[src/hw/rtl/bbf_pkg.sv]
package bbf_pkg;

  localparam int unsigned HashCountW = 6;
  localparam logic [HashCountW-1:0] HashCountReset = 6'd7;

  localparam int unsigned KeyW = 64;
  localparam int unsigned BitSelW = 6;

  localparam logic [KeyW-1:0] SmGamma = 64'h9E37_79B9_7F4A_7C15;
  localparam logic [KeyW-1:0] SmMul1 = 64'hBF58_476D_1CE4_E5B9;
  localparam logic [KeyW-1:0] SmMul2 = 64'h94D0_49BB_1331_11EB;

  localparam int unsigned SmShiftA = 30;
  localparam int unsigned SmShiftB = 27;
  localparam int unsigned SmShiftC = 31;

  localparam logic ReqInsert = 1'b0;
  localparam logic ReqQuery = 1'b1;

  typedef enum logic [3:0] {
    MX_IDLE,
    MX_ADD,
    MX_M1_LL,
    MX_M1_HL,
    MX_M1_LH,
    MX_M2_LL,
    MX_M2_HL,
    MX_M2_LH,
    MX_DONE
  } mix_state_e;

  typedef enum logic [1:0] {
    BK_CLEAR,
    BK_IDLE,
    BK_HASH
  } back_state_e;

endpackage

[src/hw/rtl/bbf_front.sv]
module bbf_front #(
  parameter int unsigned NumWords = 1024,
  localparam int unsigned IdxW = (NumWords > 1) ? $clog2(NumWords) : 1
) (
  input  logic                     clk_i,
  input  logic                     rst_ni,
  input  logic                     in_valid_i,
  output logic                     in_ready_o,
  input  logic                     req_type_i,
  input  logic [bbf_pkg::KeyW-1:0] digest_i,
  input  logic                     clearing_i,
  output logic                     q_valid_o,
  output logic                     q_req_type_o,
  output logic [IdxW-1:0]          q_idx_o,
  output logic [bbf_pkg::KeyW-1:0] q_digest_o,
  input  logic                     q_pop_i
);

  import bbf_pkg::*;

  localparam int unsigned QDepth = 2;
  localparam int unsigned PtrW = $clog2(QDepth);
  localparam int unsigned CntW = $clog2(QDepth + 1);

  logic            req_q [QDepth];
  logic [IdxW-1:0] idx_q [QDepth];
  logic [KeyW-1:0] dig_q [QDepth];

  logic [PtrW-1:0] wr_ptr_q, wr_ptr_d;
  logic [PtrW-1:0] rd_ptr_q, rd_ptr_d;
  logic [CntW-1:0] cnt_q, cnt_d;

  logic            push;
  logic            pop;
  logic            full;
  logic [IdxW-1:0] raw_idx;
  logic [IdxW-1:0] word_idx;

  // top bits of the digest, folded once into the store's range
  always_comb begin
    raw_idx = (NumWords > 1) ? digest_i[KeyW-1 -: IdxW] : '0;
    if ({1'b0, raw_idx} >= (IdxW + 1)'(NumWords)) begin
      word_idx = raw_idx - IdxW'(NumWords);
    end else begin
      word_idx = raw_idx;
    end
  end

  assign full       = (cnt_q == CntW'(QDepth));
  assign in_ready_o = !full && !clearing_i;
  assign push       = in_valid_i && in_ready_o;
  assign pop        = q_pop_i && (cnt_q != '0);

  always_comb begin
    wr_ptr_d = push ? wr_ptr_q + PtrW'(1) : wr_ptr_q;
    rd_ptr_d = pop ? rd_ptr_q + PtrW'(1) : rd_ptr_q;
    case ({push, pop})
      2'b10:   cnt_d = cnt_q + CntW'(1);
      2'b01:   cnt_d = cnt_q - CntW'(1);
      default: cnt_d = cnt_q;
    endcase
  end

  always_ff @(posedge clk_i or negedge rst_ni) begin
    if (!rst_ni) begin
      wr_ptr_q <= '0;
      rd_ptr_q <= '0;
      cnt_q    <= '0;
    end else begin
      wr_ptr_q <= wr_ptr_d;
      rd_ptr_q <= rd_ptr_d;
      cnt_q    <= cnt_d;
    end
  end

  always_ff @(posedge clk_i) begin
    if (push) begin
      req_q[wr_ptr_q] <= req_type_i;
      idx_q[wr_ptr_q] <= word_idx;
      dig_q[wr_ptr_q] <= digest_i;
    end
  end

  assign q_valid_o    = (cnt_q != '0);
  assign q_req_type_o = req_q[rd_ptr_q];
  assign q_idx_o      = idx_q[rd_ptr_q];
  assign q_digest_o   = dig_q[rd_ptr_q];

endmodule

[config.mk]
export PLATFORM = sky130hd
export DESIGN_NAME = bbf_front
export DESIGN_NICKNAME = d
export VERILOG_FILES = /design/src/hw/rtl/bbf_pkg.sv /design/src/hw/rtl/bbf_front.sv
export SDC_FILE = /design/constraint.sdc
export NUM_CORES = 1
export LEC_CHECK = 0
export BUFFER_PORTS_ARGS = -buffer_cell sky130_fd_sc_hd__buf_2
export CORE_ASPECT_RATIO = 0.5
export CORE_MARGIN = 5
export CORE_UTILIZATION = 51
export DETAILED_ROUTE_END_ITERATION = 8
export PLACE_DENSITY = 0.79
export SLEW_MARGIN = 20
export SYNTH_ARGS = -nofsm -noshare
export SYNTH_HDL_FRONTEND = slang
export SYNTH_SLANG_ARGS = --single-unit
[constraint.sdc]
create_clock -name clk_i -period 4.4 [get_ports clk_i]
set_input_delay 1.1 -clock clk_i [delete_from_list [all_inputs] [get_ports clk_i]]
set_output_delay 1.1 -clock clk_i [all_outputs]
set_load 0.02 [all_outputs]
==> results of run 1 <==
through the flow:
stage,hold slack [ps],util (%),instances,worst slack (ps),TNS [ps]
finish,488.8,67.49,532,1268,0
global route,475.7,67.49,532,1151,0
CTS,478.2,67.49,532,1208,0
detailed placement,536.8,61.29,500,1501,0
global placement,511.7,61.29,500,1599,0
floorplan,493.0,-,232,-249.8,-32470
cells in the mapped netlist, drive strengths merged:
cell type  count
mux2          65
inv            3
nor2           3
buf           17
and2           1
dfrtp          4
a21oi          1
or2            1
ha             1
xor2           2
xnor2          3
a211o          1
edfxtp       130
worst min-delay path by stage:
stage	cells after the start	slack [ps]	to
floorplan	1	490	cnt_q[1]
global placement	1	510	cnt_q[1]
detailed placement	1	540	cnt_q[1]
CTS	1	480	cnt_q[0]
global route	1	480	cnt_q[0]
finish	1	490	cnt_q[1]
flip-flops by register name, summed over array words and instances, names as in the netlist:
signal / cells
wr_ptr_q: 1
req_q: 2
dig_q: 128
rd_ptr_q: 1
cnt_q: 2
cells by family after synthesis:
| group | after synthesis | share of synthesized area [%] |
|---|---|---|
| flip-flops | 134 | 80.10 |
| multiplexers | 65 | 14.64 |
| buffers and inverters | 20 | 3.054 |
| XOR/XNOR | 5 | 1.026 |
| AND/OR/NAND/NOR | 5 | 0.4757 |
| AO/OA/AOI/OAI | 2 | 0.4505 |
| adder cells (fa/ha/maj) | 1 | 0.2503 |
cells in the final DEF, fill, tap and decap left out, types with 2 or more instances in the layout:
| cell type | instances |
|---|---|
| buf_12 | 2 |
| buf_2 | 146 |
| buf_4 | 2 |
| bufinv_16 | 2 |
| clkbuf_1 | 3 |
| clkbuf_16 | 17 |
| clkbuf_8 | 4 |
| clkinv_2 | 4 |
| clkinv_4 | 2 |
| dfrtp_1 | 3 |
| edfxtp_1 | 130 |
| inv_1 | 2 |
| mux2_2 | 65 |
| nor2_4 | 2 |
| xnor2_1 | 2 |
| xor2_1 | 2 |
per-layer routing:
layer	up-vias	share of wire, %
met5	-	0.075
met4	2	1.8
met3	19	5.9
met2	72	55
met1	1273	37
li1	1199	-
final cells by class:
class | count | area [µm²]
sequential | 134 | 4005
fill | 642 | 3092
multi-input combinational | 78 | 857.1
timing repair buffer | 150 | 785.8
clock buffer | 24 | 491.7
tap | 135 | 168.9
clock inverter | 8 | 97.59
inverter | 3 | 11.26
worst register-to-register path, stage by stage, from the launching register on:
cell,delay [ps]
dfrtp_1,430
inv_2,70
a211o_4,380
nor2_4,610
buf_12,350
power groups by stage:
stage	Combinational, mW	Sequential (mW)	Clock (mW)
3_5_place_dp	1.22	1.71	0
2_1_floorplan	0.945	1.67	0
6_report	1.21	1.68	1.37
5_1_grt	1.29	1.70	1.47
4_1_cts	1.23	1.68	1.39
3_3_place_gp	1.20	1.69	0
==> flow_summary.json, run 1 <==
{
  "outcome": "finished, final reports clean",
  "final_area_mm2": 0.006417,
  "grt_max_degree": 43,
  "synthCells": 232,
  "cts_buffers": 17,
  "gr-usage-met3_pct": 6.693,
  "clk_pin_slew_worst_paths_ps": 60,
  "upper_clock_frequency_limit_mhz": 319.3,
  "vdd_ir_drop_max_mv": 0.4073,
  "design.final.nets": 455,
  "power_leakage_nw": 2.444,
  "cap_violations": 0,
  "worst_setup_path_endpoint": "q_digest_o[61]",
  "power.density_cell_area_mw_per_mm2": 663.9,
  "yosys.area.top_type": "edfxtp_1",
  "cts_setup_buffers": 0,
  "drt_iter0_drc": 74,
  "antenna_found_initial": 1,
  "yosysWarnings": 0,
  "die_height_um": 80.01,
  "drt-pass1-iter-count": 4,
  "postRouteAntennaNets": 0,
  "crit_chain": "buf_4, mux2_2, buf_2",
  "drc_violation_count_after_routing": 0,
  "r2r_setup_slack_ps": 2220,
  "globalRouteOverflowTotal": 0,
  "max_stage_delay_ps": 650,
  "regToRegStartpoint": "cnt_q[0]",
  "grtUsageMet2_pct": 29.70,
  "report.final.setup_viol": 0,
  "row_count": 25,
  "crit_family": "flip-flops",
  "postSynthRegisterBits": 134,
  "r2r_end": "dig_q[0][34]",
  "final.period_utilization_pct": 71.19,
  "die_w_um": 150.0,
  "dieArea_mm2": 0.01200,
  "totalWireLength_um": 9367,
  "most_crowded_layer_after_global_routing": "met2",
  "num_vias": 2565,
  "setup.worst_path.start": "rd_ptr_q",
  "syn_area_per_cell_um2": 21.55,
  "quantity_of_gates_resized_following_cts": 0,
  "num_antenna_cells": 0,
  "finalWorstPathRequiredPeriod_ps": 3132,
  "hold_class": "input port to asynchronous set/reset pin",
  "finalHoldViolCount": 0,
  "cts_tree": "built",
  "power_switching_share_pct": 30.03,
  "synth.cell_area_mm2": 0.004999,
  "critPathKind": "flop to output port",
  "cts_num_sinks": 134,
  "tightestPinTransition_ps": 785.9,
  "cts-htree-levels": 4,
  "drive_above_1_share_pct": 62.97,
  "sequentialPowerShare_pct": 39.4,
  "power_switching_mw": 1.280,
  "timing.reg2reg.worst_path_depth": 4,
  "gr-usage-met1_pct": 17.53,
  "fin_total_pwr_mw": 4.261,
  "pwr-share-comb_pct": 28.4,
  "worst_setup_path_end_kind": "output port",
  "arrival_time_worst_endpoint_ps": 2030,
  "synth.top_cells.by_area": "edfxtp_1, mux2_2, dfrtp_1",
  "design.core.area_mm2": 0.009509,
  "clockBufferDepth": 2,
  "relSlewSlack_pct": 47.48,
  "synth_fp_nets": 303,
  "clock_skew_ps": 10.57,
  "detail_routed_via_count_per_cell": 4.821,
  "grt_util_all_layers_pct": 16.54,
  "yosysUniqueCellTypes": 17,
  "cellInternalPower_mw": 2.981,
  "yosysSeqAreaShare_pct": 80.10,
  "timing_max_transition_violations_final": 0,
  "buffer_ports.inserted": 146,
  "critical-path-slowest-cell": "dfrtp_2",
  "synth_top_area_share_pct": 78.10,
  "timing.critical_path.fanout_max": 24,
  "wire_length_of_the_first_global_routing_pass_um": 14570,
  "path_depth": 3,
  "design.portCount": 147,
  "cts_root_buffer": "clkbuf_16",
  "area_delta_synth_final_pct": 28.39,
  "place.detailed.hpwl_um": 6466,
  "count_of_hold_buffers_inserted_by_post_cts_repair": 0,
  "wire_per_inst_um": 17.61,
  "worstPathBufferInverterCount": 2,
  "initial_core_util_pct": 52.57,
  "pwr-share-clk_pct": 32.2,
  "critPathLaunchType": "flop",
  "cp.required_ps": 3300,
  "rsz0062_at_grt": "false",
  "final_weighted_congestion_of_routability_driven_global_placement": 0.6841,
  "grt_pass1_vias": 2919,
  "clock_insertion_delay_worst_skew_ps": 400,
  "placement.cell_area_mm2": 0.005828
}
Note: power is estimated with default switching activity, not from simulation.
==> run 2: changes to the inputs <==
--- a/config.mk
+++ b/config.mk
@@ -5,12 +5,13 @@
 export SDC_FILE = /design/constraint.sdc
 export NUM_CORES = 1
 export LEC_CHECK = 0
+export ABC_AREA = 1
 export BUFFER_PORTS_ARGS = -buffer_cell sky130_fd_sc_hd__buf_2
 export CORE_ASPECT_RATIO = 0.5
 export CORE_MARGIN = 5
-export CORE_UTILIZATION = 51
+export CORE_UTILIZATION = 46
 export DETAILED_ROUTE_END_ITERATION = 8
-export PLACE_DENSITY = 0.79
+export PLACE_DENSITY = 0.75
 export SLEW_MARGIN = 20
 export SYNTH_ARGS = -nofsm -noshare
 export SYNTH_HDL_FRONTEND = slang
==> constraint.sdc (replaced) <==
create_clock -name clk_i -period 2.7 [get_ports clk_i]
set_input_delay 0.675 -clock clk_i [delete_from_list [all_inputs] [get_ports clk_i]]
set_output_delay 0.675 -clock clk_i [all_outputs]
set_load 0.02 [all_outputs]
==> run 2 against run 1 <==
Net effect:
- clock skew fell by 1.6 ps
- sequential share of layout area decreased by 0.36 points
- largest power group unchanged
- largest cell class unchanged
- die area is 10% higher
- combinational power up 95%
- wire length up 7.5%
- via count up 21%
==> flow_summary.json, run 2 <==
{
  "cts_root_buffer": "clkbuf_16",
  "cellInternalPower_mw": 4.684,
  "synthCells": 382,
  "count_of_hold_buffers_inserted_by_post_cts_repair": 0,
  "postSynthRegisterBits": 134,
  "drt-pass1-iter-count": 4,
  "sequentialPowerShare_pct": 37.0,
  "upper_clock_frequency_limit_mhz": 404.8,
  "hold_class": "input port to asynchronous set/reset pin",
  "outcome": "finished, final reports clean",
  "critical_path.most_common_cell": "nand2_1",
  "power.density_cell_area_mw_per_mm2": 1113,
  "detail_routed_via_count_per_cell": 4.536,
  "postRouteAntennaNets": 0,
  "place.detailed.hpwl_um": 6484,
  "num_vias": 3116,
  "grt_util_all_layers_pct": 16.04,
  "final.setup.tns_ps": 0,
  "relSlewSlack_pct": 51.49,
  "fin_total_pwr_mw": 7.182,
  "power_switching_mw": 2.498,
  "critPathLaunchType": "flop",
  "clk_pin_slew_worst_paths_ps": 50,
  "pwr-share-comb_pct": 32.8,
  "buffer_ports.inserted": 146,
  "tightestPinTransition_ps": 727.6,
  "clockBufferDepth": 2,
  "final_cell_mix": "nand2_1, buf_2, edfxtp_1",
  "timing.critical_path.fanout_max": 66,
  "cts_buffers": 17,
  "worst_setup_path_end_kind": "output port",
  "synthMostInstantiatedCell": "nand2_1",
  "quantity_of_gates_resized_following_cts": 0,
  "most_common_library_cell_in_the_layout_ignoring_fill_and_taps": "nand2_1",
  "crit_family": "buffers and inverters",
  "synth-edff-count": 130,
  "design.core.area_mm2": 0.01084,
  "synth_top_area_share_pct": 77.67,
  "synth.top_cells.by_area": "edfxtp_1, nand2_1, buf_4",
  "final_weighted_congestion_of_routability_driven_global_placement": 0.7868,
  "finalWorstPathRequiredPeriod_ps": 2470,
  "yosysSeqAreaShare_pct": 79.66,
  "power_leakage_nw": 2.823,
  "cts-htree-levels": 4,
  "initial_core_util_pct": 46.35,
  "cts_num_sinks": 134,
  "row_count": 27,
  "yosysUniqueCellTypes": 13,
  "dieArea_mm2": 0.01324,
  "finalHoldViolCount": 0,
  "clock_skew_ps": 8.930,
  "synth.cells.most_frequent": "nand2_1, edfxtp_1, buf_4, buf_2, inv_1",
  "max_stage_delay_ps": 570,
  "die_height_um": 83.92,
  "critPathKind": "flop to output port",
  "clock_insertion_delay_worst_skew_ps": 400,
  "cp.required_ps": 2030,
  "n_fill_cell": 865,
  "design.portCount": 147,
  "totalWireLength_um": 10070,
  "cts_tree": "built",
  "vdd_ir_drop_max_mv": 0.5223,
  "timing_max_transition_violations_final": 0,
  "yosysWarnings": 0,
  "drive_above_1_share_pct": 33.58,
  "syn_area_per_cell_um2": 13.16,
  "wire_per_inst_um": 14.65,
  "cts_setup_buffers": 0,
  "layout_top_registers": "dig_q x128, cnt_q x2, req_q x2",
  "drc_violation_count_after_routing": 0,
  "num_antenna_cells": 0,
  "crit_chain": "buf_4, nand2_1, nand2_1, buf_2",
  "arrival_time_worst_endpoint_ps": 1800,
  "top_register": "dig_q",
  "largest_register_ff_count": 128,
  "worstPathBufferInverterCount": 2,
  "rsz0062_at_grt": "false",
  "power_switching_share_pct": 34.79,
  "synth_fp_nets": 453,
  "synth-async-reset-ratio_pct": 2.985,
  "antenna_found_initial": 0,
  "timing.reg2reg.worst_path_depth": 5,
  "final.period_utilization_pct": 91.49,
  "grt_pass1_vias": 3289,
  "globalRouteOverflowTotal": 0,
  "wire_length_of_the_first_global_routing_pass_um": 16260,
  "synth.cell_area_mm2": 0.005026,
  "layout.core_utilization_pct": 59.52,
  "die_w_um": 157.8,
  "design.final.nets": 600,
  "path_depth": 4,
  "grt_max_degree": 67,
  "yosys.area.top_type": "edfxtp_1",
  "pwr-share-clk_pct": 30.2,
  "drt_iter0_drc": 185,
  "critical-path-slowest-cell": "buf_4",
  "area_delta_synth_final_pct": 28.43,
  "report.final.setup_viol": 0,
  "yosys_most_used_dff": "edfxtp_1",
  "cap_violations": 0
}
-- run 2: power by group through the flow --
stage / clock [mW] / sequential [mW] / combinational, mW
floorplan: 0 / 2.69 / 1.66
global placement: 0 / 2.69 / 2.37
detailed placement: 0 / 2.70 / 2.41
CTS: 2.21 / 2.66 / 2.41
global route: 2.32 / 2.68 / 2.59
finish: 2.17 / 2.66 / 2.36
-- run 2: worst paths after layout --
path / from / endpoint / slack, ps
worst max-delay path: rd_ptr_q / q_digest_o[60] / 230
worst min-delay path: rst_ni / cnt_q[0] / 80
worst max register to register: cnt_q[0] / dig_q[0][50] / 1050
worst min register to register: wr_ptr_q / wr_ptr_q / 490
max in group asynchronous: rst_ni / rd_ptr_q / 2480
min in group clk_i: digest_i[10] / dig_q[0][10] / 460
-- run 2: cell type report --
cell class                      instances  area (µm²)  share of cell area [%]
Clock inverter                          3       40.04                  0.6203
Clock buffer                           29       530.5                   8.219
Multi-Input combinational cell        215       838.3                   12.99
Timing Repair Buffer                  152       825.8                   12.79
Sequential cell                       134        4005                   62.05
Tap cell                              145       181.4                   2.811
Inverter                                9       33.78                  0.5234
-- run 2: stage by stage --
step	setup slack, ps	instance area [µm²]	instances	hold WS (ps)
after floorplan	168.9	5034	382	379.4
after detailed placement	652.6	5884	655	468.1
after global routing	87.83	6455	687	59.07
after global placement	704.4	5884	655	464.9
after CTS	202.8	6455	687	65.79
final	229.8	6455	687	78.81
-- run 2: cells by family (layout without fill, tap and decap cells) --
| group | after synthesis | in the layout | synth area share, % |
|---|---|---|---|
| compound gates | 1 | 1 | 0.09948 |
| xor+xnor | 1 | 1 | 0.1743 |
| fa+ha+maj | 1 | 1 | 0.2489 |
| buf+inv | 33 | 193 | 3.809 |
| flops | 134 | 134 | 79.66 |
| simple gates | 212 | 212 | 16.01 |
-- run 2: layer usage --
metal	vias to the layer above	GRT usage (%)	part of all wire, %
li1	1569	-	-
met5	-	0	0
met1	1487	17.78	40
met3	6	4.454	4.2
met4	0	6.479	0.86
met2	54	28.99	55
==> run 3: changes to the inputs <==
--- a/config.mk
+++ b/config.mk
@@ -8,7 +8,7 @@
 export ABC_AREA = 1
 export BUFFER_PORTS_ARGS = -buffer_cell sky130_fd_sc_hd__buf_2
 export CORE_ASPECT_RATIO = 0.5
-export CORE_MARGIN = 5
+export CORE_MARGIN = 3
 export CORE_UTILIZATION = 46
 export DETAILED_ROUTE_END_ITERATION = 8
 export PLACE_DENSITY = 0.75
==> constraint.sdc (replaced) <==
create_clock -name clk_i -period 2.7 [get_ports clk_i]
set_input_delay 0.27 -clock clk_i [delete_from_list [all_inputs] [get_ports clk_i]]
set_output_delay 0.27 -clock clk_i [all_outputs]
set_load 0.02 [all_outputs]
==> run 3 against run 2 <==
Net effect:
- sequential cell count unchanged
- largest cell class unchanged
- sequential power up 2%
- cell count down 0.58%
- worst setup slack better by 400 ps
- critical path depth up 1
- combinational power down 4%
- clock-buffer cell count down 11
- critical endpoint is now q_digest_o[27]
- cell area up 0.70%
- clock skew down 3.5 ps
- first-iteration DRC count down 16%
- non-clock buffer count up 1
==> flow_summary.json, run 3 (synthesis gave the netlist of run 2 again) <==
{
  "grt_pass1_vias": 3244,
  "tightestPinTransition_ps": 442.9,
  "grt_max_degree": 66,
  "clk_pin_slew_worst_paths_ps": 60,
  "final_area_mm2": 0.006500,
  "clock_insertion_delay_worst_skew_ps": 400,
  "die_height_um": 79.92,
  "largest_register_ff_count": 128,
  "hold_class": "input port to flop",
  "critPathKind": "flop to output port",
  "drt-pass1-iter-count": 4,
  "critPathLaunchType": "flop",
  "num_antenna_cells": 0,
  "final_cell_mix": "nand2_1, buf_2, edfxtp_1",
  "clockBufferDepth": 2,
  "report.final.setup_viol": 0,
  "gr-usage-met3_pct": 3.952,
  "critical-path-slowest-cell": "dfrtp_2",
  "outcome": "finished, final reports clean",
  "most_common_library_cell_in_the_layout_ignoring_fill_and_taps": "nand2_1",
  "design.portCount": 147,
  "critical_path.most_common_cell": "nand2_1",
  "crit_chain": "inv_2, buf_4, nand2_1, nand2_1, buf_2",
  "cts-htree-levels": 4,
  "max_stage_delay_ps": 570,
  "postRouteAntennaNets": 0,
  "design.final.nets": 601,
  "final_weighted_congestion_of_routability_driven_global_placement": 0.7064,
  "cts_num_sinks": 134,
  "dieArea_mm2": 0.01229,
  "final.period_utilization_pct": 76.52,
  "worst_setup_path_end_kind": "output port",
  "wire_per_inst_um": 14.27,
  "cp.required_ps": 2430,
  "die_w_um": 153.8,
  "drive_above_1_share_pct": 34.44,
  "power_leakage_nw": 2.834,
  "most_crowded_layer_after_global_routing": "met2",
  "arrival_time_worst_endpoint_ps": 1800,
  "detail_routed_via_count_per_cell": 4.644,
  "top_register": "dig_q",
  "num_vias": 3172,
  "drc_violation_count_after_routing": 0,
  "area_delta_synth_final_pct": 29.33,
  "timing.critical_path.fanout_max": 29,
  "wire_length_of_the_first_global_routing_pass_um": 15270,
  "cap_violations": 0,
  "totalWireLength_um": 9744,
  "clock_skew_ps": 5.400,
  "buffer_ports.inserted": 146,
  "finalHoldViolCount": 0,
  "design.core.area_mm2": 0.01041,
  "rsz0062_at_grt": "false",
  "place.detailed.hpwl_um": 6229,
  "initial_core_util_pct": 48.28,
  "n_fill_cell": 801,
  "grtUsageMet2_pct": 30.87,
  "layout_top_registers": "dig_q x128, cnt_q x2, req_q x2",
  "gr-usage-met1_pct": 17.35,
  "upper_clock_frequency_limit_mhz": 484.0,
  "grt_util_all_layers_pct": 16.24,
  "cts_root_buffer": "clkbuf_16",
  "relSlewSlack_pct": 70.47,
  "quantity_of_gates_resized_following_cts": 0,
  "cts_buffers": 17,
  "final.setup.tns_ps": 0,
  "timing_max_transition_violations_final": 0,
  "cts_tree": "built",
  "power.density_cell_area_mw_per_mm2": 1142,
  "antenna_found_initial": 0,
  "globalRouteOverflowTotal": 0,
  "drt_iter0_drc": 155,
  "placement.cell_area_mm2": 0.005853,
  "finalWorstPathRequiredPeriod_ps": 2066,
  "row_count": 26,
  "vdd_ir_drop_max_mv": 0.5039
}
-- run 3: cell count changes in the layout (fill, tap and decap cells not counted), sizes merged --
cell / delta
clkinv: +2
dlygate4sd3: +1
bufinv: +4
clkbuf: -11
clkinvlp: +5
-- run 3: where the power goes --
group	switching [mW]	leakage, nW	internal [mW]
clock network	0.810	0.298	1.63
registers	0.121	1.24	2.59
logic	1.61	1.30	0.665
-- run 3: through the flow --
stage | worst slack, ps | hold slack (ps) | power (mW) | utilization, % | instances
3_3_place_gp | 1075 | 83.42 | 5.015 | 56.23 | 650
5_1_grt | 460.3 | 38.18 | 7.835 | 62.44 | 683
2_1_floorplan | 404.7 | -25.59 | 4.356 | - | 382
6_report | 633.9 | 60.83 | 7.422 | 62.44 | 683
4_1_cts | 584.1 | 40.90 | 7.518 | 62.44 | 683
3_5_place_dp | 1047 | 88.58 | 5.052 | 56.23 | 650
-- run 3: path summary, 6_finish.rpt --
path | start | endpoint | slack [ps] | cells after the start
setup / recovery | rd_ptr_q | q_digest_o[27] | 630 | 5
hold / removal | digest_i[29] | dig_q[1][29] | 60 | 1
setup reg to reg | cnt_q[0] | dig_q[1][49] | 1100 | 5
hold reg to reg | wr_ptr_q | wr_ptr_q | 480 | 2
max in group asynchronous | rst_ni | rd_ptr_q | 2350 | 2
min in group asynchronous | rst_ni | wr_ptr_q | 210 | 2
-- run 3: critical path, delay by kind of cell, from the launching register on --
family	cells	cell delay (ps)
simple gates	2	200
buf+inv	3	600
flops	1	570
-- run 3: timing repair --
action,CTS,global route
buffers inserted,0,0
hold buffers,1,0
endpoints found under the hold margin,4,0
-- run 3: final cells by class --
class | count | area (µm²) | area share [%]
multi-input combinational | 215 | 838.3 | 12.90
clock inverter | 14 | 207.7 | 3.195
tap | 140 | 175.2 | 2.695
timing repair buffer | 153 | 810.8 | 12.47
clock buffer | 18 | 429.2 | 6.603
inverter | 9 | 33.78 | 0.5197
sequential | 134 | 4005 | 61.62
-- run 3: metal layers --
| layer | vias up | wire, µm |
|---|---|---|
| met5 | - | 0 |
| met4 | 0 | 125 |
| met3 | 11 | 442 |
| met2 | 78 | 5313 |
| met1 | 1515 | 3863 |
| li1 | 1568 | - |
